File: src/hdl/sidt_pkg.sv
// shared types and constants for the signed integer to decimal text converter
package sidt_pkg;

  localparam int DATA_W     = 32;
  localparam int NUM_DIGITS = 10;
  localparam int BCD_W      = 4 * NUM_DIGITS;
  localparam int COUNT_W    = 5;
  localparam int IDX_W      = 4;
  localparam int CHAR_W     = 8;

  localparam logic [CHAR_W-1:0] CHAR_MINUS = 8'h2D;
  localparam logic [CHAR_W-1:0] CHAR_ZERO  = 8'h30;

  typedef enum logic [1:0] {
    ST_IDLE,
    ST_CONV,
    ST_PREP,
    ST_DIGITS
  } sidt_state_t;

  typedef struct packed {
    logic load;
    logic shift;
    logic prep;
    logic emit_sign;
    logic emit_digit;
  } sidt_cmd_t;

  typedef struct packed {
    logic conv_last;
    logic neg;
    logic digit_last;
  } sidt_status_t;

endpackage

File: src/hdl/sidt_datapath.sv
// datapath: magnitude shift register, bcd digits, output character registers
module sidt_datapath import sidt_pkg::*; (
  input  logic                     clk,
  input  logic                     rst_n,
  input  logic signed [DATA_W-1:0] in_value,
  input  sidt_cmd_t                cmd,
  output sidt_status_t             status,
  output logic                     out_valid,
  output logic [CHAR_W-1:0]        out_character,
  output logic                     out_last_char
);

  logic [DATA_W-1:0]  bin_r, bin_nxt;
  logic [BCD_W-1:0]   bcd_r, bcd_nxt;
  logic [BCD_W-1:0]   bcd_adj;
  logic [COUNT_W-1:0] cnt_r, cnt_nxt;
  logic [IDX_W-1:0]   idx_r, idx_nxt;
  logic [IDX_W-1:0]   top_idx;
  logic               neg_r, neg_nxt;
  logic               valid_r, valid_nxt;
  logic [CHAR_W-1:0]  char_r, char_nxt;
  logic               last_r, last_nxt;
  logic [DATA_W-1:0]  raw;
  logic [3:0]         cur_digit;

  assign raw = DATA_W'(in_value);

  // add-3 correction on every digit before the shift
  always_comb begin
    for (int i = 0; i < NUM_DIGITS; i++) begin
      if (bcd_r[4*i +: 4] >= 4'd5) begin
        bcd_adj[4*i +: 4] = bcd_r[4*i +: 4] + 4'd3;
      end else begin
        bcd_adj[4*i +: 4] = bcd_r[4*i +: 4];
      end
    end
  end

  // highest nonzero digit, zero gives digit 0
  always_comb begin
    top_idx = '0;
    for (int i = 0; i < NUM_DIGITS; i++) begin
      if (bcd_r[4*i +: 4] != 4'd0) begin
        top_idx = IDX_W'(i);
      end
    end
  end

  assign cur_digit = bcd_r[4*idx_r +: 4];

  // next values
  always_comb begin
    bin_nxt   = bin_r;
    bcd_nxt   = bcd_r;
    cnt_nxt   = cnt_r;
    idx_nxt   = idx_r;
    neg_nxt   = neg_r;
    valid_nxt = 1'b0;
    char_nxt  = char_r;
    last_nxt  = last_r;
    if (cmd.load) begin
      neg_nxt = raw[DATA_W-1];
      bin_nxt = raw[DATA_W-1] ? (DATA_W'(0) - raw) : raw;
      bcd_nxt = '0;
      cnt_nxt = '0;
    end
    if (cmd.shift) begin
      bcd_nxt = {bcd_adj[BCD_W-2:0], bin_r[DATA_W-1]};
      bin_nxt = {bin_r[DATA_W-2:0], 1'b0};
      cnt_nxt = cnt_r + 1'b1;
    end
    if (cmd.prep) begin
      idx_nxt = top_idx;
    end
    if (cmd.emit_sign) begin
      valid_nxt = 1'b1;
      char_nxt  = CHAR_MINUS;
      last_nxt  = 1'b0;
    end
    if (cmd.emit_digit) begin
      valid_nxt = 1'b1;
      char_nxt  = CHAR_ZERO + CHAR_W'(cur_digit);
      last_nxt  = (idx_r == '0);
      idx_nxt   = idx_r - 1'b1;
    end
  end

  // control registers
  always_ff @(posedge clk) begin
    if (!rst_n) begin
      valid_r <= 1'b0;
    end else begin
      valid_r <= valid_nxt;
    end
  end

  // payload registers
  always_ff @(posedge clk) begin
    bin_r  <= bin_nxt;
    bcd_r  <= bcd_nxt;
    cnt_r  <= cnt_nxt;
    idx_r  <= idx_nxt;
    neg_r  <= neg_nxt;
    char_r <= char_nxt;
    last_r <= last_nxt;
  end

  // status to the controller
  assign status.conv_last  = (cnt_r == COUNT_W'(DATA_W - 1));
  assign status.neg        = neg_r;
  assign status.digit_last = (idx_r == '0);

  assign out_valid     = valid_r;
  assign out_character = char_r;
  assign out_last_char = last_r;

endmodule

File: src/hdl/sidt_ctrl.sv
// controller: sequences load, conversion, sign and digit output
module sidt_ctrl import sidt_pkg::*; (
  input  logic         clk,
  input  logic         rst_n,
  input  logic         start,
  input  sidt_status_t status,
  output sidt_cmd_t    cmd,
  output logic         busy
);

  sidt_state_t state_r, state_nxt;

  // state register
  always_ff @(posedge clk) begin
    if (!rst_n) begin
      state_r <= ST_IDLE;
    end else begin
      state_r <= state_nxt;
    end
  end

  // next state and commands
  always_comb begin
    state_nxt = state_r;
    cmd       = '0;
    busy      = 1'b1;
    case (state_r)
      ST_IDLE: begin
        busy = 1'b0;
        if (start) begin
          cmd.load  = 1'b1;
          state_nxt = ST_CONV;
        end
      end
      ST_CONV: begin
        cmd.shift = 1'b1;
        if (status.conv_last) begin
          state_nxt = ST_PREP;
        end
      end
      ST_PREP: begin
        cmd.prep      = 1'b1;
        cmd.emit_sign = status.neg;
        state_nxt     = ST_DIGITS;
      end
      ST_DIGITS: begin
        cmd.emit_digit = 1'b1;
        if (status.digit_last) begin
          state_nxt = ST_IDLE;
        end
      end
      default: begin
        state_nxt = ST_IDLE;
      end
    endcase
  end

endmodule

File: src/hdl/signed_int_to_decimal_text.sv
// top level: signed 32-bit integer to decimal ascii text
//
//  channel   ports                                    handshake
//  request   start, busy, in_value                    taken when start & !busy
//  result    out_valid, out_character, out_last_char  one-cycle strobe, no stall
//
// one request: a load step, a shift-and-add-3 step for each of the 32 magnitude bits,
// a step that emits the sign if negative, then one digit per cycle (1 to 10 digits).
// each character is registered and leaves its register in the cycle after it is formed.
// reset is synchronous, active low, and returns the controller to idle.
// the receiver cannot stall; results are strobed out as they are made.
module signed_int_to_decimal_text import sidt_pkg::*; (
  input  logic                     clk,
  input  logic                     rst_n,
  input  logic                     start,
  output logic                     busy,
  input  logic signed [DATA_W-1:0] in_value,
  output logic                     out_valid,
  output logic [CHAR_W-1:0]        out_character,
  output logic                     out_last_char
);

  sidt_cmd_t    cmd;
  sidt_status_t status;

  // control sequencer
  sidt_ctrl u_ctrl (
    .clk    (clk),
    .rst_n  (rst_n),
    .start  (start),
    .status (status),
    .cmd    (cmd),
    .busy   (busy)
  );

  // conversion datapath
  sidt_datapath u_datapath (
    .clk           (clk),
    .rst_n         (rst_n),
    .in_value      (in_value),
    .cmd           (cmd),
    .status        (status),
    .out_valid     (out_valid),
    .out_character (out_character),
    .out_last_char (out_last_char)
  );

endmodule
File: config.mk
export PLATFORM = sky130hd
export DESIGN_NAME = signed_int_to_decimal_text
export DESIGN_NICKNAME = d
export VERILOG_FILES = /design/src/hdl/sidt_pkg.sv /design/src/hdl/sidt_datapath.sv /design/src/hdl/sidt_ctrl.sv /design/src/hdl/signed_int_to_decimal_text.sv
export SDC_FILE = /design/constraint.sdc
export NUM_CORES = 1
export LEC_CHECK = 0
export BUFFER_PORTS_ARGS = -buffer_cell sky130_fd_sc_hd__buf_2
export CORE_UTILIZATION = 50
export CTS_CLUSTER_DIAMETER = 100
export DETAILED_ROUTE_END_ITERATION = 7
export GPL_TIMING_DRIVEN = 0
export PLACE_DENSITY = 0.68
export SLEW_MARGIN = 20
export SYNTH_ARGS = -nofsm -noshare
export SYNTH_HDL_FRONTEND = slang
export SYNTH_HIERARCHICAL = 1
export SYNTH_SLANG_ARGS = --single-unit
File: constraint.sdc
create_clock -name clk -period 2.7 [get_ports clk]
set_input_delay 0.81 -clock clk [delete_from_list [all_inputs] [get_ports clk]]
set_output_delay 0.81 -clock clk [all_outputs]
set_load 0.02 [all_outputs]
Yosys cells after proc, flatten, opt, wreduce, memory -nomap -nowiden
Cells that the tools add are included.
{"block": "word_totals", "register_bits": 94, "elab_cells": 101, "out_inout_bits": 11}
{"block": "op_classes", "order_cmp": 10, "reduce_logical": 15, "muxes": 44, "eq_ne": 7, "n_shift": 1, "addsub": 14}
{"cell": "$mux 32", "count": 3}
{"cell": "$mux 40", "count": 2}
{"cell": "$mux 4", "count": 13}
{"cell": "$ge 4x3->1 const B", "count": 10}
{"cell": "$shiftx 40x7->4", "count": 1}
{"cell": "$add 4x2->4 const B", "count": 9}
{"cell": "$reduce_bool 4->1", "count": 9}
{"cell": "$sub 1x32->32 const A", "count": 1}
{"cell": "$mux 8", "count": 2}
{"cell": "$mux 3", "count": 5}
{"cell": "$mux 2", "count": 6}
{"cell": "$mux 1", "count": 10}
{"cell": "$mux 5", "count": 2}
{"cell": "$pmux 2 s4", "count": 1}
{"cell": "$add 6x4->7 const A", "count": 1}
{"cell": "$ne 2x2->1 const B", "count": 3}
{"cell": "$reduce_bool 2->1", "count": 3}
{"cell": "$add 5x1->5 const B", "count": 1}
{"cell": "$eq 5x5->1 const B", "count": 1}
{"cell": "$eq 2x2->1 const B", "count": 2}
{"cell": "$logic_not 4->1", "count": 1}
{"cell": "$sub 4x1->4 const B", "count": 1}
{"cell": "$add 3x2->3 const B", "count": 1}
{"cell": "$reduce_and 3->1", "count": 1}
{"cell": "other kinds (2)", "count": 2}

Longest topological paths before layout
{"block": "logic_depth", "ltp_word": 12, "ltp_mapped": 10, "mapped_depth_nobuf": 8}

Cells and area by module
The synthesis kept the hierarchy.
{"mod": "sidt_datapath", "area_each_um2": 5854.4, "instances": 1, "cells_per_inst": 573}
{"mod": "sidt_ctrl", "area_each_um2": 181.4, "instances": 1, "cells_per_inst": 22}

Worst setup path before layout
No wires, ideal clock.
{"block": "synth_path", "kind": "reg2reg", "start": "register u_ctrl.state_r[1]", "end": "register u_datapath.bcd_r[0] (enable)", "path_stages_with_launch": 6, "t_arrival_ns": 2.234, "setup_slack_ns": 0.064, "synth_period_minus_slack_ns": 2.636, "n_path_buf": 2, "path_cell_list": "dfxtp_1 > inv_1 > ha_1 > clkbuf_1 > buf_1 > or2_2"}
{"item": "from (decl)", "line_no": "sidt_ctrl.sv:11", "source": "sidt_state_t state_r, state_nxt;"}
{"item": "from (signal assigned)", "line_no": "sidt_ctrl.sv:18", "source": "state_r <= state_nxt;"}
{"item": "to (signal assigned)", "line_no": "sidt_datapath.sv:100", "source": "bcd_r <= bcd_nxt;"}
{"item": "to (decl)", "line_no": "sidt_datapath.sv:14", "source": "logic [BCD_W-1:0] bcd_r, bcd_nxt;"}

Final worst setup path
{"block": "layout_path", "start": "input port in_value[9]", "end": "register u_datapath.bin_r[24] (data pin)"}
{"block": "layout_via", "elab_chain_len": 4}
{"item": "from (decl)", "line_no": "signed_int_to_decimal_text.sv:17", "source": "input logic signed [DATA_W-1:0] in_value,"}
{"item": "$sub 1x32->32", "line_no": "sidt_datapath.sv:63", "source": "bin_nxt = raw[DATA_W-1] ? (DATA_W'(0) - raw) : raw;"}
{"item": "$mux 32", "line_no": "sidt_datapath.sv:63"}
{"item": "$mux 32", "line_no": "sidt_datapath.sv:61", "source": "if (cmd.load) begin"}
{"item": "$mux 32", "line_no": "sidt_datapath.sv:67", "source": "if (cmd.shift) begin"}
{"item": "named net u_datapath.bin_nxt[24]", "line_no": "sidt_datapath.sv:13", "source": "logic [DATA_W-1:0] bin_r, bin_nxt;"}
{"item": "to (signal assigned)", "line_no": "sidt_datapath.sv:99", "source": "bin_r <= bin_nxt;"}
{"item": "to (decl)", "line_no": "sidt_datapath.sv:13"}
The timed path passes the listed nets, and every way through them passes these cells. The select of a mux whose other input is x is not followed.
A chain may end at the register's enable or synchronous reset.

==> results_dict.tcl <==
set metrics [dict create \
    clock_latency_ns 0.35 \
    synth_xor_area_share_pct 5.079 \
    avgRoutedWirePerCell_um 17.97 \
    cts_setup_buffers 0 \
    p_leak_uw 0.002718 \
    start_util_pct 51.97 \
    relSlewSlack_pct 47.31 \
    worstMarginPinSlew_ns 0.7831 \
    io_buffer_count 41 \
    syn_inst 595 \
    crit_required_ns 2.91 \
    die-height_um 111.9 \
    async_flop_share_pct 0 \
    violations "design-rule violations" \
    core_mm2 0.01161 \
    routed_wl_um 14340 \
    syn_area_mm2 0.006036 \
    die_w_um 111.9 \
    antenna_found_initial 0 \
    dp.final_hpwl_um 10000 \
    worst_setup_path_start_kind "input pin" \
    hp-class "reg2reg" \
    fin_util_pct 58.82 \
    dpl-instance-area_mm2 0.006446 \
    instances_no_fill 798 \
    cts_num_sinks 91 \
    dp.cells 781 \
    grt_max_degree 38 \
    cp-end-kind "register" \
    cts.reportedPaths.clkPinSlew_ns 0.07 \
    synth_ff_type "edfxtp_1" \
    final_cell_mix "edfxtp_1, nand2_1, buf_2" \
    synth_edf_count 87 \
    synthMuxAreaShare_pct 4.809 \
    dr_total_vias 4872 \
    ys_seq_area_share_pct 44.61 \
    cts_root_buf "clkbuf_16" \
    path_buf_inv 2 \
    cts_tree "built" \
    dieArea_mm2 0.01251 \
    finalCritPeriodShare_pct 95.00 \
    area_growth_pct 13.18 \
    final_common_cell "edfxtp_1" \
    max_freq_mhz 389.9 \
    ys_warn_count 6 \
    grt_pass1_vias 4659 \
    fin_area_mm2 0.006832 \
    drive_above_1_share_pct 14.20 \
    ios 46 \
    rsz0062_at_grt "false" \
    fp-row-count 39 \
    gp_congestion 0.8603 \
    yosys.area.top_type "edfxtp_1" \
    fin_nets 714 \
    finClkSkew_ns 0.006920 \
    syn_area_per_cell_um2 10.14 \
    crit_path_top_delay_cell "nor4_1" \
    synth_top_area_share_pct 43.28 \
    cts_buffers 9 \
    maxCapViolations 0 \
    crit_type "in2reg" \
    ant_nets 0 \
    r2r_slack_ns 0.26 \
    dr.first_iter.drc_count 278 \
    max_stage_delay_ns 0.60 \
    status "complete, but fails checks" \
    viasPerCell 6.105 \
    hold_viol 0 \
    synth_top_family_by_area "simple AND/OR/NAND/NOR gates" \
    grt_pass1_wl_um 23160 \
    clock_path_buffers 2 \
    cp_cell_sequence "buf_2 > nor4_1 > nand4_1 > clkbuf_1 > or4_1 > nand3_1" \
    globalRouteTotalUtil_pct 23.82 \
    vdd_drop_max_mv 0.4582 \
    fillers 1008 \
    h-tree-depth 3 \
    crit_family "simple AND/OR/NAND/NOR gates" \
    n_antenna_cell 0 \
    p_per_area_mw_per_mm2 1153 \
    yosys-top-cells-area "edfxtp_1, ha_1, xnor2_1, nand2_1, mux4_2" \
    dr.pass1.iters 8 \
    synth_compound_area_share_pct 14.18 \
    fin_crit_ns 2.565 \
    cp.arrival_ns 2.77 \
    slew_violations 0 \
    synthSimpleGateAreaFrac_pct 20.17 \
    hold_slack_ns 0.5048 \
    overflow 0 \
    synth-adder-area-share_pct 6.012 \
    post-route-drc-count 1 \
    synth-seq-cells 91 \
    synthDistinctLibCells 59 \
    setup_viol 0 \
    cp_max_fo 10 \
]
==> cells in the mapped netlist (all sizes together), types with 4 or more instances <==
cell,instances
nand2,59
nand4,5
or4,12
nor3b,6
nor2,28
nand3,19
a21oi,14
or2,6
mux2i,11
a32oi,5
o31ai,6
a31oi,4
and3,11
a21o,10
xor2,4
nor2b,4
a21boi,10
nand2b,15
nor4,7
dfxtp,4
nor4b,5
nor3,18
inv,36
ha,29
clkbuf,20
edfxtp,87
xnor2,31
o221ai,4
o21ai,33
or3,8
buf,14
o211a,10
mux4,8
and2,19
a32o,8
==> power by group <==
group	internal, µW	switching, µW	leakage [µW]
registers	2530	532	0.000908
clock network	1030	557	0.000179
logic	1350	1890	0.00163
==> path summary, 6_finish.rpt <==
kind,from,endpoint,cells after the start
min,u_datapath/bin_r[0],u_datapath/bin_r[0],2
max reg2reg,u_ctrl/state_r[0],u_datapath/bin_r[25],10
max,in_value[9],u_datapath/bin_r[24],6
min reg2reg,u_datapath/bin_r[0],u_datapath/bin_r[0],2
==> through the flow <==
| stage | TNS [ns] | power, µW | worst slack, ns |
|---|---|---|---|
| 6_report | 0 | 7879 | 0.1351 |
| 5_1_grt | 0 | 8417 | 0.06568 |
| 4_1_cts | 0 | 7901 | 0.09025 |
| 3_5_place_dp | -10.92 | 6260 | -0.2718 |
| 3_3_place_gp | -69.10 | 6095 | -0.9082 |
| 2_1_floorplan | 0 | 5304 | 0.06415 |
==> timing repair <==
action                                  in CTS  in global routing
hold buffers                                 0                  0
endpoints found under the setup margin      76                 41
cloned                                       1                  0
pin swaps                                    1                  0
gates resized for setup                      1                  3
==> worst reg2reg max path: cells and delay by family (launching register included) <==
kind	cells	cell delay, ns
compound gates	2	0.33
simple gates	3	0.56
buf+inv	4	0.88
flops	1	0.35
fa+ha+maj	1	0.19
==> kinds of logic after synthesis <==
group / count (synthesis)
buffers and inverters: 72
other: 2
DFF: 91
and+or+nand+nor: 227
AOI/OAI and AO/OA: 120
xor gates and xnor gates: 35
muxes: 19
adders and majority gates: 29
==> registers in the layout, indices dropped and copies added, names as in the netlist <==
signal / count
u_datapath/out_valid: 1
u_datapath/out_character: 5
u_datapath/idx_r: 4
u_datapath/neg_r: 1
u_ctrl/state_r: 2
u_datapath/bcd_r: 40
u_datapath/out_last_char: 1
u_datapath/cnt_r: 5
u_datapath/bin_r: 32
==> layer usage <==
metal / wire length (µm) / track usage, % / vias up / share of wire (%)
met1: 6191 / 29.85 / 2358 / 43
met5: 0 / 0 / - / 0
met4: 363 / 8.829 / 0 / 2.5
met3: 798 / 5.389 / 26 / 5.6
li1: - / - / 2308 / -
met2: 6983 / 40.17 / 180 / 49
==> final cells by class <==
type / instances / area, µm² / share of cell area (%)
clock inverter: 6 / 136.4 / 1.996
timing repair buffer: 42 / 225.2 / 3.297
inverter: 38 / 142.6 / 2.088
multi-input combinational: 434 / 3053 / 44.69
clock buffer: 10 / 239.0 / 3.498
sequential: 91 / 2693 / 39.41
tap: 143 / 178.9 / 2.619
buffer: 34 / 163.9 / 2.399
(Power assumes the default switching activity.)
